## config.mk

```make
export PLATFORM = sky130hd
export DESIGN_NAME = lifo_stack_with_search_top_flat
export DESIGN_NICKNAME = d
export VERILOG_FILES = /design/src/hdl/lss_pkg.sv /design/src/hdl/lss_if.sv /design/src/hdl/lss_ctrl.sv /design/src/hdl/lss_dp.sv /design/src/hdl/lifo_stack_with_search_top.sv /design/src/flat_wrapper.sv
export SDC_FILE = /design/constraint.sdc
export NUM_CORES = 1
export LEC_CHECK = 0
export BUFFER_PORTS_ARGS = -buffer_cell sky130_fd_sc_hd__buf_2
export CORE_AREA = 5 5 168 290
export CTS_CLUSTER_DIAMETER = 120
export DETAILED_ROUTE_END_ITERATION = 8
export DIE_AREA = 0 0 173 295
export PLACE_DENSITY = 0.52
export SLEW_MARGIN = 20
export SYNTH_ARGS = -nofsm -noshare
export SYNTH_HDL_FRONTEND = slang
export SYNTH_HIERARCHICAL = 1
export SYNTH_SLANG_ARGS = --single-unit
```

## constraint.sdc

```tcl
create_clock -name clk -period 5.5 [get_ports clk]
set_clock_uncertainty 0.15 [all_clocks]
set_input_delay 1.1 -clock clk [delete_from_list [all_inputs] [get_ports clk]]
set_output_delay 1.1 -clock clk [all_outputs]
set_load 0.01 [all_outputs]
```

## src/hdl/lss_pkg.sv

```systemverilog
`timescale 1ns / 1ps

package lss_pkg;

    localparam int DEPTH_DEFAULT = 8;
    localparam int DATA_W        = 32;
    localparam int KIND_W        = 2;
    localparam int STATUS_W      = 2;
    localparam int POS_W         = 4;

    typedef enum logic [KIND_W-1:0] {
        KIND_PUSH   = 2'd0,
        KIND_POP    = 2'd1,
        KIND_SEARCH = 2'd2,
        KIND_DUMP   = 2'd3
    } kind_t;

    typedef enum logic [STATUS_W-1:0] {
        ST_OK       = 2'd0,
        ST_FULL     = 2'd1,
        ST_EMPTY    = 2'd2,
        ST_NOTFOUND = 2'd3
    } status_t;

    typedef enum logic [2:0] {
        S_IDLE,
        S_EXEC,
        S_POP,
        S_SCAN,
        S_DUMP
    } state_t;

    typedef enum logic [1:0] {
        ADDR_TOP,
        ADDR_BOTTOM,
        ADDR_PREV,
        ADDR_NEXT
    } addr_sel_t;

    typedef enum logic [1:0] {
        EMIT_STATUS,
        EMIT_POP,
        EMIT_FOUND,
        EMIT_DUMP
    } emit_sel_t;

    typedef struct packed {
        logic      load;
        logic      push_write;
        logic      pop;
        logic      rd_en;
        addr_sel_t addr_sel;
        logic      emit;
        emit_sel_t emit_sel;
        status_t   code;
    } cmd_t;

    typedef struct packed {
        kind_t kind;
        logic  empty;
        logic  full;
        logic  match;
        logic  idx_zero;
        logic  idx_last;
        logic  out_free;
    } sts_t;

endpackage

```

## src/hdl/lss_if.sv

```systemverilog
`timescale 1ns / 1ps

interface lss_in_if;
    logic                             valid;
    logic                             ready;
    logic [lss_pkg::KIND_W-1:0]       kind;
    logic signed [lss_pkg::DATA_W-1:0] value;

    modport source (output valid, output kind, output value, input ready);
    modport sink (input valid, input kind, input value, output ready);
endinterface

interface lss_out_if;
    logic                               valid;
    logic                               ready;
    logic signed [lss_pkg::DATA_W-1:0]  data;
    logic [lss_pkg::STATUS_W-1:0]       status;
    logic [lss_pkg::POS_W-1:0]          position;
    logic                               last;

    modport source (output valid, output data, output status, output position,
                    output last, input ready);
    modport sink (input valid, input data, input status, input position,
                  input last, output ready);
endinterface

```

## src/hdl/lss_ctrl.sv

```systemverilog
`timescale 1ns / 1ps

module lss_ctrl
(
    input  logic          clk,
    input  logic          rst_n,
    input  logic          valid,
    output logic          ready,
    input  lss_pkg::sts_t sts,
    output lss_pkg::cmd_t cmd
);

    lss_pkg::state_t state_reg;
    lss_pkg::state_t state_next;

    always_ff @(posedge clk or negedge rst_n)
    begin
        if (!rst_n)
        begin
            state_reg <= lss_pkg::S_IDLE;
        end
        else
        begin
            state_reg <= state_next;
        end
    end

    always_comb
    begin
        state_next = state_reg;
        unique case (state_reg)
            lss_pkg::S_IDLE:
            begin
                if (valid)
                begin
                    state_next = lss_pkg::S_EXEC;
                end
            end
            lss_pkg::S_EXEC:
            begin
                if (sts.kind == lss_pkg::KIND_PUSH || sts.empty)
                begin
                    if (sts.out_free)
                    begin
                        state_next = lss_pkg::S_IDLE;
                    end
                end
                else
                begin
                    unique case (sts.kind)
                        lss_pkg::KIND_POP:    state_next = lss_pkg::S_POP;
                        lss_pkg::KIND_SEARCH: state_next = lss_pkg::S_SCAN;
                        default:              state_next = lss_pkg::S_DUMP;
                    endcase
                end
            end
            lss_pkg::S_POP:
            begin
                if (sts.out_free)
                begin
                    state_next = lss_pkg::S_IDLE;
                end
            end
            lss_pkg::S_SCAN:
            begin
                if ((sts.match || sts.idx_zero) && sts.out_free)
                begin
                    state_next = lss_pkg::S_IDLE;
                end
            end
            lss_pkg::S_DUMP:
            begin
                if (sts.idx_last && sts.out_free)
                begin
                    state_next = lss_pkg::S_IDLE;
                end
            end
            default:
            begin
                state_next = lss_pkg::S_IDLE;
            end
        endcase
    end

    always_comb
    begin
        ready        = 1'b0;
        cmd.load     = 1'b0;
        cmd.push_write = 1'b0;
        cmd.pop      = 1'b0;
        cmd.rd_en    = 1'b0;
        cmd.addr_sel = lss_pkg::ADDR_TOP;
        cmd.emit     = 1'b0;
        cmd.emit_sel = lss_pkg::EMIT_STATUS;
        cmd.code     = lss_pkg::ST_OK;
        unique case (state_reg)
            lss_pkg::S_IDLE:
            begin
                ready    = 1'b1;
                cmd.load = valid;
            end
            lss_pkg::S_EXEC:
            begin
                if (sts.kind == lss_pkg::KIND_PUSH)
                begin
                    cmd.emit       = sts.out_free;
                    cmd.push_write = sts.out_free && !sts.full;
                    cmd.code       = sts.full ? lss_pkg::ST_FULL : lss_pkg::ST_OK;
                end
                else if (sts.empty)
                begin
                    cmd.emit = sts.out_free;
                    cmd.code = lss_pkg::ST_EMPTY;
                end
                else
                begin
                    cmd.rd_en    = 1'b1;
                    cmd.addr_sel = (sts.kind == lss_pkg::KIND_DUMP) ?
                                   lss_pkg::ADDR_BOTTOM : lss_pkg::ADDR_TOP;
                end
            end
            lss_pkg::S_POP:
            begin
                cmd.emit     = sts.out_free;
                cmd.pop      = sts.out_free;
                cmd.emit_sel = lss_pkg::EMIT_POP;
            end
            lss_pkg::S_SCAN:
            begin
                if (sts.match)
                begin
                    cmd.emit     = sts.out_free;
                    cmd.emit_sel = lss_pkg::EMIT_FOUND;
                end
                else if (sts.idx_zero)
                begin
                    cmd.emit = sts.out_free;
                    cmd.code = lss_pkg::ST_NOTFOUND;
                end
                else
                begin
                    cmd.rd_en    = 1'b1;
                    cmd.addr_sel = lss_pkg::ADDR_PREV;
                end
            end
            lss_pkg::S_DUMP:
            begin
                cmd.emit     = sts.out_free;
                cmd.emit_sel = lss_pkg::EMIT_DUMP;
                cmd.rd_en    = sts.out_free && !sts.idx_last;
                cmd.addr_sel = lss_pkg::ADDR_NEXT;
            end
            default:
            begin
                ready = 1'b0;
            end
        endcase
    end

endmodule

```

## src/hdl/lss_dp.sv

```systemverilog
`timescale 1ns / 1ps

module lss_dp
#(
    parameter int DEPTH = lss_pkg::DEPTH_DEFAULT
)
(
    input  logic                                clk,
    input  logic                                rst_n,
    input  lss_pkg::cmd_t                       cmd,
    output lss_pkg::sts_t                       sts,
    input  logic [lss_pkg::KIND_W-1:0]          kind,
    input  logic signed [lss_pkg::DATA_W-1:0]   value,
    output logic                                res_valid,
    input  logic                                res_ready,
    output logic signed [lss_pkg::DATA_W-1:0]   data,
    output logic [lss_pkg::STATUS_W-1:0]        status,
    output logic [lss_pkg::POS_W-1:0]           position,
    output logic                                last
);

    localparam int AW = (DEPTH > 1) ? $clog2(DEPTH) : 1;
    localparam int FW = $clog2(DEPTH + 1);

    logic signed [lss_pkg::DATA_W-1:0] mem_reg [DEPTH];
    logic signed [lss_pkg::DATA_W-1:0] rd_data_reg;
    logic signed [lss_pkg::DATA_W-1:0] value_reg;
    lss_pkg::kind_t                    kind_reg;
    logic [FW-1:0]                     fill_reg;
    logic [FW-1:0]                     fill_next;
    logic [AW-1:0]                     idx_reg;
    logic [AW-1:0]                     rd_addr;
    logic [FW-1:0]                     idx_ext;
    logic [FW-1:0]                     fill_dec;

    logic                              out_valid_reg;
    logic                              out_valid_next;
    logic signed [lss_pkg::DATA_W-1:0] out_data_reg;
    logic [lss_pkg::STATUS_W-1:0]      out_status_reg;
    logic [lss_pkg::POS_W-1:0]         out_pos_reg;
    logic                              out_last_reg;

    function automatic logic [lss_pkg::POS_W-1:0] POS_CALC(input logic [FW-1:0] d);
        logic [FW+lss_pkg::POS_W-1:0] wide;
        wide     = (FW + lss_pkg::POS_W)'(d);
        POS_CALC = wide[lss_pkg::POS_W-1:0];
    endfunction

    assign idx_ext  = FW'(idx_reg);
    assign fill_dec = fill_reg - FW'(1);

    always_comb
    begin
        case (cmd.addr_sel)
            lss_pkg::ADDR_TOP:    rd_addr = fill_dec[AW-1:0];
            lss_pkg::ADDR_BOTTOM: rd_addr = '0;
            lss_pkg::ADDR_PREV:   rd_addr = idx_reg - AW'(1);
            default:              rd_addr = idx_reg + AW'(1);
        endcase
    end

    always_comb
    begin
        fill_next = fill_reg;
        if (cmd.push_write)
        begin
            fill_next = fill_reg + FW'(1);
        end
        else if (cmd.pop)
        begin
            fill_next = fill_dec;
        end
    end

    always_ff @(posedge clk)
    begin
        if (cmd.push_write)
        begin
            mem_reg[fill_reg[AW-1:0]] <= value_reg;
        end
        if (cmd.rd_en)
        begin
            rd_data_reg <= mem_reg[rd_addr];
            idx_reg     <= rd_addr;
        end
        if (cmd.load)
        begin
            kind_reg  <= lss_pkg::kind_t'(kind);
            value_reg <= value;
        end
    end

    always_ff @(posedge clk or negedge rst_n)
    begin
        if (!rst_n)
        begin
            fill_reg      <= '0;
            out_valid_reg <= 1'b0;
        end
        else
        begin
            fill_reg      <= fill_next;
            out_valid_reg <= out_valid_next;
        end
    end

    assign out_valid_next = cmd.emit || (out_valid_reg && !res_ready);

    always_ff @(posedge clk)
    begin
        if (cmd.emit)
        begin
            out_data_reg   <= (cmd.emit_sel == lss_pkg::EMIT_POP ||
                               cmd.emit_sel == lss_pkg::EMIT_DUMP) ? rd_data_reg : '0;
            out_status_reg <= (cmd.emit_sel == lss_pkg::EMIT_STATUS) ?
                              cmd.code : lss_pkg::ST_OK;
            out_pos_reg    <= (cmd.emit_sel == lss_pkg::EMIT_FOUND) ?
                              POS_CALC(fill_reg - idx_ext) : '0;
            out_last_reg   <= (cmd.emit_sel == lss_pkg::EMIT_DUMP) ? sts.idx_last : 1'b1;
        end
    end

    assign sts.kind     = kind_reg;
    assign sts.empty    = (fill_reg == '0);
    assign sts.full     = (fill_reg == FW'(DEPTH));
    assign sts.match    = (rd_data_reg == value_reg);
    assign sts.idx_zero = (idx_reg == '0);
    assign sts.idx_last = (idx_ext == fill_dec);
    assign sts.out_free = !out_valid_reg || res_ready;

    assign res_valid = out_valid_reg;
    assign data      = out_data_reg;
    assign status    = out_status_reg;
    assign position  = out_pos_reg;
    assign last      = out_last_reg;

endmodule

```

## src/hdl/lifo_stack_with_search_top.sv

```systemverilog
`timescale 1ns / 1ps

// Bounded stack of DEPTH signed 32-bit words with push, pop, search and dump,
// one operation per word on the item channel and one or more words on the
// result channel, the final one of each operation marked by last. Operations
// are handled one at a time through a single-port entry memory with a
// registered read; search compares entries from the top down and dump
// reads every held entry from the bottom up. A result register lets a new
// operation be taken while the previous result still waits, and a stalled
// result channel holds the operation in progress. The entries need no
// clearing after reset.
module lifo_stack_with_search_top
#(
    parameter int DEPTH = lss_pkg::DEPTH_DEFAULT
)
(
    input logic       clk,
    input logic       rst_n,
    lss_in_if.sink    item,
    lss_out_if.source result
);

    lss_pkg::cmd_t cmd;
    lss_pkg::sts_t sts;

    lss_ctrl u_ctrl
    (
        .clk   (clk),
        .rst_n (rst_n),
        .valid (item.valid),
        .ready (item.ready),
        .sts   (sts),
        .cmd   (cmd)
    );

    lss_dp
    #(
        .DEPTH (DEPTH)
    )
    u_dp
    (
        .clk       (clk),
        .rst_n     (rst_n),
        .cmd       (cmd),
        .sts       (sts),
        .kind      (item.kind),
        .value     (item.value),
        .res_valid (result.valid),
        .res_ready (result.ready),
        .data      (result.data),
        .status    (result.status),
        .position  (result.position),
        .last      (result.last)
    );

    a_emit_free: assert property (@(posedge clk) disable iff (!rst_n)
        cmd.emit |-> sts.out_free)
        else $error("Result emitted while the result register is occupied.");

    a_push_not_full: assert property (@(posedge clk) disable iff (!rst_n)
        cmd.push_write |-> !sts.full)
        else $error("Write into a full stack.");

    a_pop_not_empty: assert property (@(posedge clk) disable iff (!rst_n)
        cmd.pop |-> !sts.empty)
        else $error("Pop from an empty stack.");

    a_one_at_a_time: assert property (@(posedge clk) disable iff (!rst_n)
        (item.valid && item.ready) |=> !item.ready)
        else $error("New word taken while an operation is in progress.");

endmodule

```

## src/flat_wrapper.sv

```systemverilog
// flat-port wrapper written by rule: the top's interface ports become plain ports
module lifo_stack_with_search_top_flat 
#(
    parameter int DEPTH = lss_pkg::DEPTH_DEFAULT
)
  (clk, rst_n, item_valid, item_kind, item_value, item_ready, result_valid, result_data, result_status, result_position, result_last, result_ready);
  lss_in_if item_i ();
  lss_out_if result_i ();
  input logic clk;
  input logic rst_n;
  input wire logic [$bits(item_i.valid)-1:0] item_valid;
  input wire logic [$bits(item_i.kind)-1:0] item_kind;
  input wire logic [$bits(item_i.value)-1:0] item_value;
  output wire logic [$bits(item_i.ready)-1:0] item_ready;
  output wire logic [$bits(result_i.valid)-1:0] result_valid;
  output wire logic [$bits(result_i.data)-1:0] result_data;
  output wire logic [$bits(result_i.status)-1:0] result_status;
  output wire logic [$bits(result_i.position)-1:0] result_position;
  output wire logic [$bits(result_i.last)-1:0] result_last;
  input wire logic [$bits(result_i.ready)-1:0] result_ready;
  assign item_i.valid = item_valid;
  assign item_i.kind = item_kind;
  assign item_i.value = item_value;
  assign item_ready = item_i.ready;
  assign result_valid = result_i.valid;
  assign result_data = result_i.data;
  assign result_status = result_i.status;
  assign result_position = result_i.position;
  assign result_last = result_i.last;
  assign result_i.ready = result_ready;
  lifo_stack_with_search_top #(.DEPTH(DEPTH)) u_core (.clk(clk), .rst_n(rst_n), .item(item_i), .result(result_i));
endmodule
```

## After elaboration in Yosys (flattened, before gate mapping)

Memory sizes are Yosys's and may differ from the RTL's. A register that Yosys moved wholly into a read port is not among the register bits.
Cells that the tools add are included.

| storage, ports and cells | value |
|---|---|
| output and inout bits | 41 |
| RAM bits | 256 |
| memories | 1 |
| flip-flop bits (word level) | 84 |
| logic and storage cells | 93 |
| input port bits | 38 |

Memory list:

| memory | depth | bits a word | rd ports | clocked after memory_dff | write ports | line | text |
|---|---|---|---|---|---|---|---|
| u_core.u_dp.mem_reg | 8 | 32 | 1 | 1 | 1 | lss_dp.sv:25 | `logic signed [lss_pkg::DATA_W-1:0] mem_reg [DEPTH];` |

| cells by class | value |
|---|---|
| add/subtract/negate cells | 5 |
| multiplexer cells | 36 |
| reductions and logical operators | 23 |
| equal/unequal tests | 18 |

Operators by type and width:

| operator | count |
|---|---|
| 32-bit equality test | 1 |
| 3-bit two-way mux | 9 |
| 3-bit one-hot mux with 3 select lines | 2 |
| 3-bit one-hot mux with 5 select lines | 1 |
| 1-bit two-way mux | 13 |
| 2-bit equality test (second input constant) | 5 |
| 2-bit two-way mux | 5 |
| 4-bit two-way mux | 2 |
| 2-bit by 1-bit equality test with 1-bit output (second input constant) | 3 |
| 3-bit by 2-bit equality test with 1-bit output (second input constant) | 2 |
| 2-bit zero test | 3 |
| 3-bit zero test | 2 |
| 2-bit inequality test (second input constant) | 3 |
| 2-bit one-hot mux with 3 select lines | 1 |
| 3-bit one-hot mux with 2 select lines | 1 |
| 1-bit logical AND | 5 |
| 1-bit logical OR | 5 |
| 4-bit by 1-bit adder with 4-bit output (second input constant) | 1 |
| 3-bit by 4-bit equality test with 1-bit output | 1 |
| 4-bit equality test (second input constant) | 1 |
| 1-bit zero test | 4 |
| 4-bit zero test | 1 |
| 2-bit one-hot mux with 2 select lines | 1 |
| 4-bit by 1-bit subtractor with 4-bit output (second input constant) | 1 |
| 9 further kinds | 9 |

## Logic depth before layout (Yosys ltp)

| logic depth | value |
|---|---|
| depth in word-level cells | 7 |
| depth in mapped cells | 17 |
| gate-level depth less buffers | 13 |

## Cells and area by module

The synthesis kept the hierarchy.

Modules (own cells, without submodules):

| module | cells each | instances | seq. area each (sq um) | area each (sq um) |
|---|---|---|---|---|
| lss_dp | 1030 | 1 | 11055.6 | 15472.3 |
| lss_ctrl | 54 | 1 | 75.1 | 431.7 |

## Least setup slack after synthesis

No wires, ideal clock.

| path | value |
|---|---|
| path type | in2reg |
| start point | input result_ready |
| end point | memory u_core/u_dp/mem_reg[4][0] (netlist bit), enable pin |
| cell stages on the path | 5 |
| path buffers | 0 |
| setup time | 461 ps |
| data required time | 4889 ps |
| slack | 815 ps |
| arrival time | 4074 ps |
| cell sequence | nand2b_1 -> nand4bb_1 -> nor2_1 -> nand2_1 -> nor3_1 |

RTL lines:

| what | line | text |
|---|---|---|
| start: declaration | flat_wrapper.sv:20 | `input wire logic [$bits(result_i.ready)-1:0] result_ready;` |
| end: declaration | lss_dp.sv:25 |  |

==> impl_metrics.sql <==
INSERT INTO impl_metrics (metric_group, metric, value, unit) VALUES
('sta', 'final-max-slew-violation-count', '0', ''),
('critical_path', 'crit_arrival', '4.90', 'ns'),
('sta', 'max_frequency', '210', 'MHz'),
('sta', 'grt_setup_unrepaired', 'no', ''),
('route', 'top_signal_layer_used', 'met4', ''),
('synth', 'synth-seq-area-share', '70.0', '%'),
('route', 'drc_errors', '0', ''),
('cells_and_area', 'syn2layout_area_growth', '12.9', '%'),
('cells_and_area', 'finish.net_count', '1179', ''),
('critical_path', 'reg2reg_slack', '0.74', 'ns'),
('die', 'rows', '104', ''),
('critical_path', 'worstSetupPathType', 'reg -> reg', ''),
('place', 'place_area', '16900', 'um^2'),
('sta', 'final.setup.worst_slack', '0.738', 'ns'),
('global_routing', 'grt_antenna_before_repair', '0', ''),
('power_and_ir_drop', 'comb_power_share', '44.4', '%'),
('synth', 'post_synth_instance_area', '15900', 'um^2'),
('cells_and_area', 'layout-drive-gt1-share', '18.3', '%'),
('min_path', 'min_path_type', 'in -> async', ''),
('place', 'gp_congestion', '0.746', ''),
('cells_and_area', 'n_fill_cell', '4347', ''),
('power_and_ir_drop', 'switching_portion_of_total_power', '40.5', '%'),
('critical_path', 'worst_setup_path_startpoint', 'u_core/u_dp/value_reg[2]', ''),
('power_and_ir_drop', 'power.total', '12.1', 'mW'),
('place', 'portBuffers', '78', ''),
('cells_and_area', 'mostFrequentLayoutCell', 'sky130_fd_sc_hd__edfxtp_1', ''),
('synth', 'gate_count_of_the_mapped_netlist', '1084', ''),
('synth', 'mappedNetlistNets', '1132', ''),
('die', 'top_level_ports', '79', ''),
('route', 'drt-pass1-iter-count', '5', ''),
('route', 'detail_route.wirelength', '44000', 'um'),
('sta', 'post-route-period-util', '86.6', '%'),
('route', 'met2_length', '23300', 'um'),
('die', 'coreArea', '46100', 'um^2'),
('power_and_ir_drop', 'seq_power_share', '36.1', '%'),
('die', 'die_h', '295', 'um'),
('route', 'number_of_routed_nets_with_antenna_violations', '0', ''),
('cts', 'clkSinkCount', '372', ''),
('global_routing', 'grt_pass1_wl', '65500', 'um'),
('sta', 'setup-violations-final', '0', ''),
('sta', 'final.setup.tns', '0', 'ns'),
('synth', 'yosys.cell_types.count', '46', ''),
('route', 'detail_route.vias_per_cell', '5.60', ''),
('power_and_ir_drop', 'pwr_density_cell', '675', 'nW/um^2'),
('critical_path', 'timing.critical_path.from_type', 'register', ''),
('sta', 'layout_min_cycle_time', '4.76', 'ns'),
('critical_path', 'worstPathMaxFanout', '40', ''),
('route', 'route.met3.wl', '2310', 'um'),
('sta', 'max-slew-margin-rel', '39.2', '%'),
('cts', 'post_cts_hold_buffer_count', '0', ''),
('synth', 'synth_seq_cells', '372', ''),
('cts', 'htree_levels', '2', ''),
('route', 'met1_length', '17300', 'um'),
('critical_path', 'critical_path.reg2reg.endpoint', 'u_core/u_dp/rd_data_reg[0]', ''),
('place', 'pre_cts_ws', '0.679', 'ns'),
('sta', 'finalHoldViolations', '0', ''),
('place', 'place.detailed.hpwl', '24600', 'um'),
('cts', 'cts_buffer_depth', '3', ''),
('synth', 'synth.avg_cell_area', '14.7', 'um^2'),
('cells_and_area', 'n_antenna_cell', '0', ''),
('cells_and_area', 'layout_common_cells', '364 x sky130_fd_sc_hd__edfxtp_1, 134 x sky130_fd_sc_hd__o21ai_0, 78 x sky130_fd_sc_hd__buf_2, 66 x sky130_fd_sc_hd__nand3_1', ''),
('critical_path', 'timing.reg2reg.worst_path_depth', '14', ''),
('critical_path', 'source_of_the_worst_register_to_register_timing_path', 'u_core/u_dp/value_reg[2]', ''),
('critical_path', 'worstPathRequired', '5.63', 'ns'),
('synth', 'synthesis.yosys.warnings', '6', ''),
('global_routing', 'globalRouteOverflowTotal', '0', ''),
('outcome', 'run_status', 'finished clean', ''),
('cts', 'cts_repair_resize_count', '0', ''),
('cts', 'clock_tree_from_tritoncts', 'built', ''),
('global_routing', 'grt_start_max_net_pins', '129', ''),
('route', 'drt_iter0_drc', '810', '');
-- critical path, stage by stage, from the launching register on --
cell and delay [ns]:
sky130_fd_sc_hd__edfxtp_1 0.53, sky130_fd_sc_hd__xor2_1 0.27, sky130_fd_sc_hd__nor4_1 0.48, sky130_fd_sc_hd__nand4_1 0.27
sky130_fd_sc_hd__nor2_1 0.42, sky130_fd_sc_hd__nor2_1 0.12, sky130_fd_sc_hd__nand3_1 0.15, sky130_fd_sc_hd__nand2b_2 0.11
sky130_fd_sc_hd__nor2b_1 0.16, sky130_fd_sc_hd__fa_2 0.62, sky130_fd_sc_hd__buf_4 0.43, sky130_fd_sc_hd__a21boi_0 0.19
sky130_fd_sc_hd__a22oi_1 0.22, sky130_fd_sc_hd__a32oi_1 0.09, sky130_fd_sc_hd__mux2_2 0.29
-- stage by stage --
stage / std cells / hold WS, ns / util [%]
floorplan: 1084 / 0.364 / -
global placement: 1677 / 0.420 / 36.6
detailed placement: 1677 / 0.428 / 36.6
CTS: 1741 / 0.254 / 39.0
global route: 1741 / 0.265 / 39.0
finish: 1741 / 0.263 / 39.0
-- kinds of logic (layout without fill, tap and decap cells) --
| group | count (synthesis) | in the layout | synth area share (%) |
|---|---|---|---|
| compound gates | 341 | 341 | 14.5 |
| xor+xnor | 42 | 42 | 2.31 |
| fa+ha+maj | 10 | 10 | 0.881 |
| buf+inv | 105 | 179 | 3.60 |
| flops | 372 | 372 | 70.0 |
| mux | 35 | 35 | 2.46 |
| simple gates | 179 | 179 | 6.25 |
-- layout make-up --
class	count	area (um^2)	share of cell area [%]
clock buffer	46	938	5.23
timing repair buffer	106	676	3.76
clock inverter	18	149	0.829
inverter	9	33.8	0.188
sequential	372	11100	62.0
tap	583	729	4.06
multi-input combinational	607	4300	23.9
-- worst max-delay path by stage --
stage / end / slack (ns) / depth (start not counted)
floorplan: u_core/u_dp/mem_reg[4][0] / 0.82 / 5
global placement: u_core/u_dp/rd_data_reg[0] / 0.73 / 14
detailed placement: u_core/u_dp/rd_data_reg[0] / 0.68 / 14
CTS: u_core/u_dp/rd_data_reg[0] / 0.67 / 14
global route: u_core/u_dp/rd_data_reg[0] / 0.53 / 14
finish: u_core/u_dp/rd_data_reg[0] / 0.74 / 14
-- cells in the mapped netlist, drive strengths merged (3+ instances only) --
cell | n | area (um^2)
nand2b | 7 | 51.3
nand2 | 13 | 48.8
nand3 | 67 | 335
and2 | 34 | 213
a21boi | 64 | 480
nor4 | 9 | 56.3
xor2 | 35 | 307
inv | 9 | 33.8
nor3 | 8 | 40.0
a31oi | 3 | 18.8
nor2 | 19 | 71.3
edfxtp | 364 | 10900
mux2 | 33 | 372
nor3b | 4 | 30.0
buf | 40 | 328
xnor2 | 7 | 61.3
a32oi | 64 | 561
a22oi | 64 | 480
ha | 8 | 100
nand3b | 3 | 22.5
o21ai | 135 | 679
dfrtp | 8 | 200
a21oi | 3 | 15.0
clkbuf | 56 | 210
or3 | 3 | 28.8
-- power by group through the flow --
stage	clock [mW]	sequential, mW	combinational (mW)
6_report	2.36	4.38	5.37
4_1_cts	2.42	4.39	5.43
3_3_place_gp	0	4.44	5.35
5_1_grt	2.54	4.43	5.82
2_1_floorplan	0	4.34	3.75
3_5_place_dp	0	4.44	5.40
-- layer usage --
metal / global-route usage, % / vias up
li1: - / 4350
met1: 20.7 / 5007
met2: 30.4 / 337
met3: 2.30 / 59
met4: 5.34 / 0
met5: 0 / -
Power figures use the tool's default switching activity.
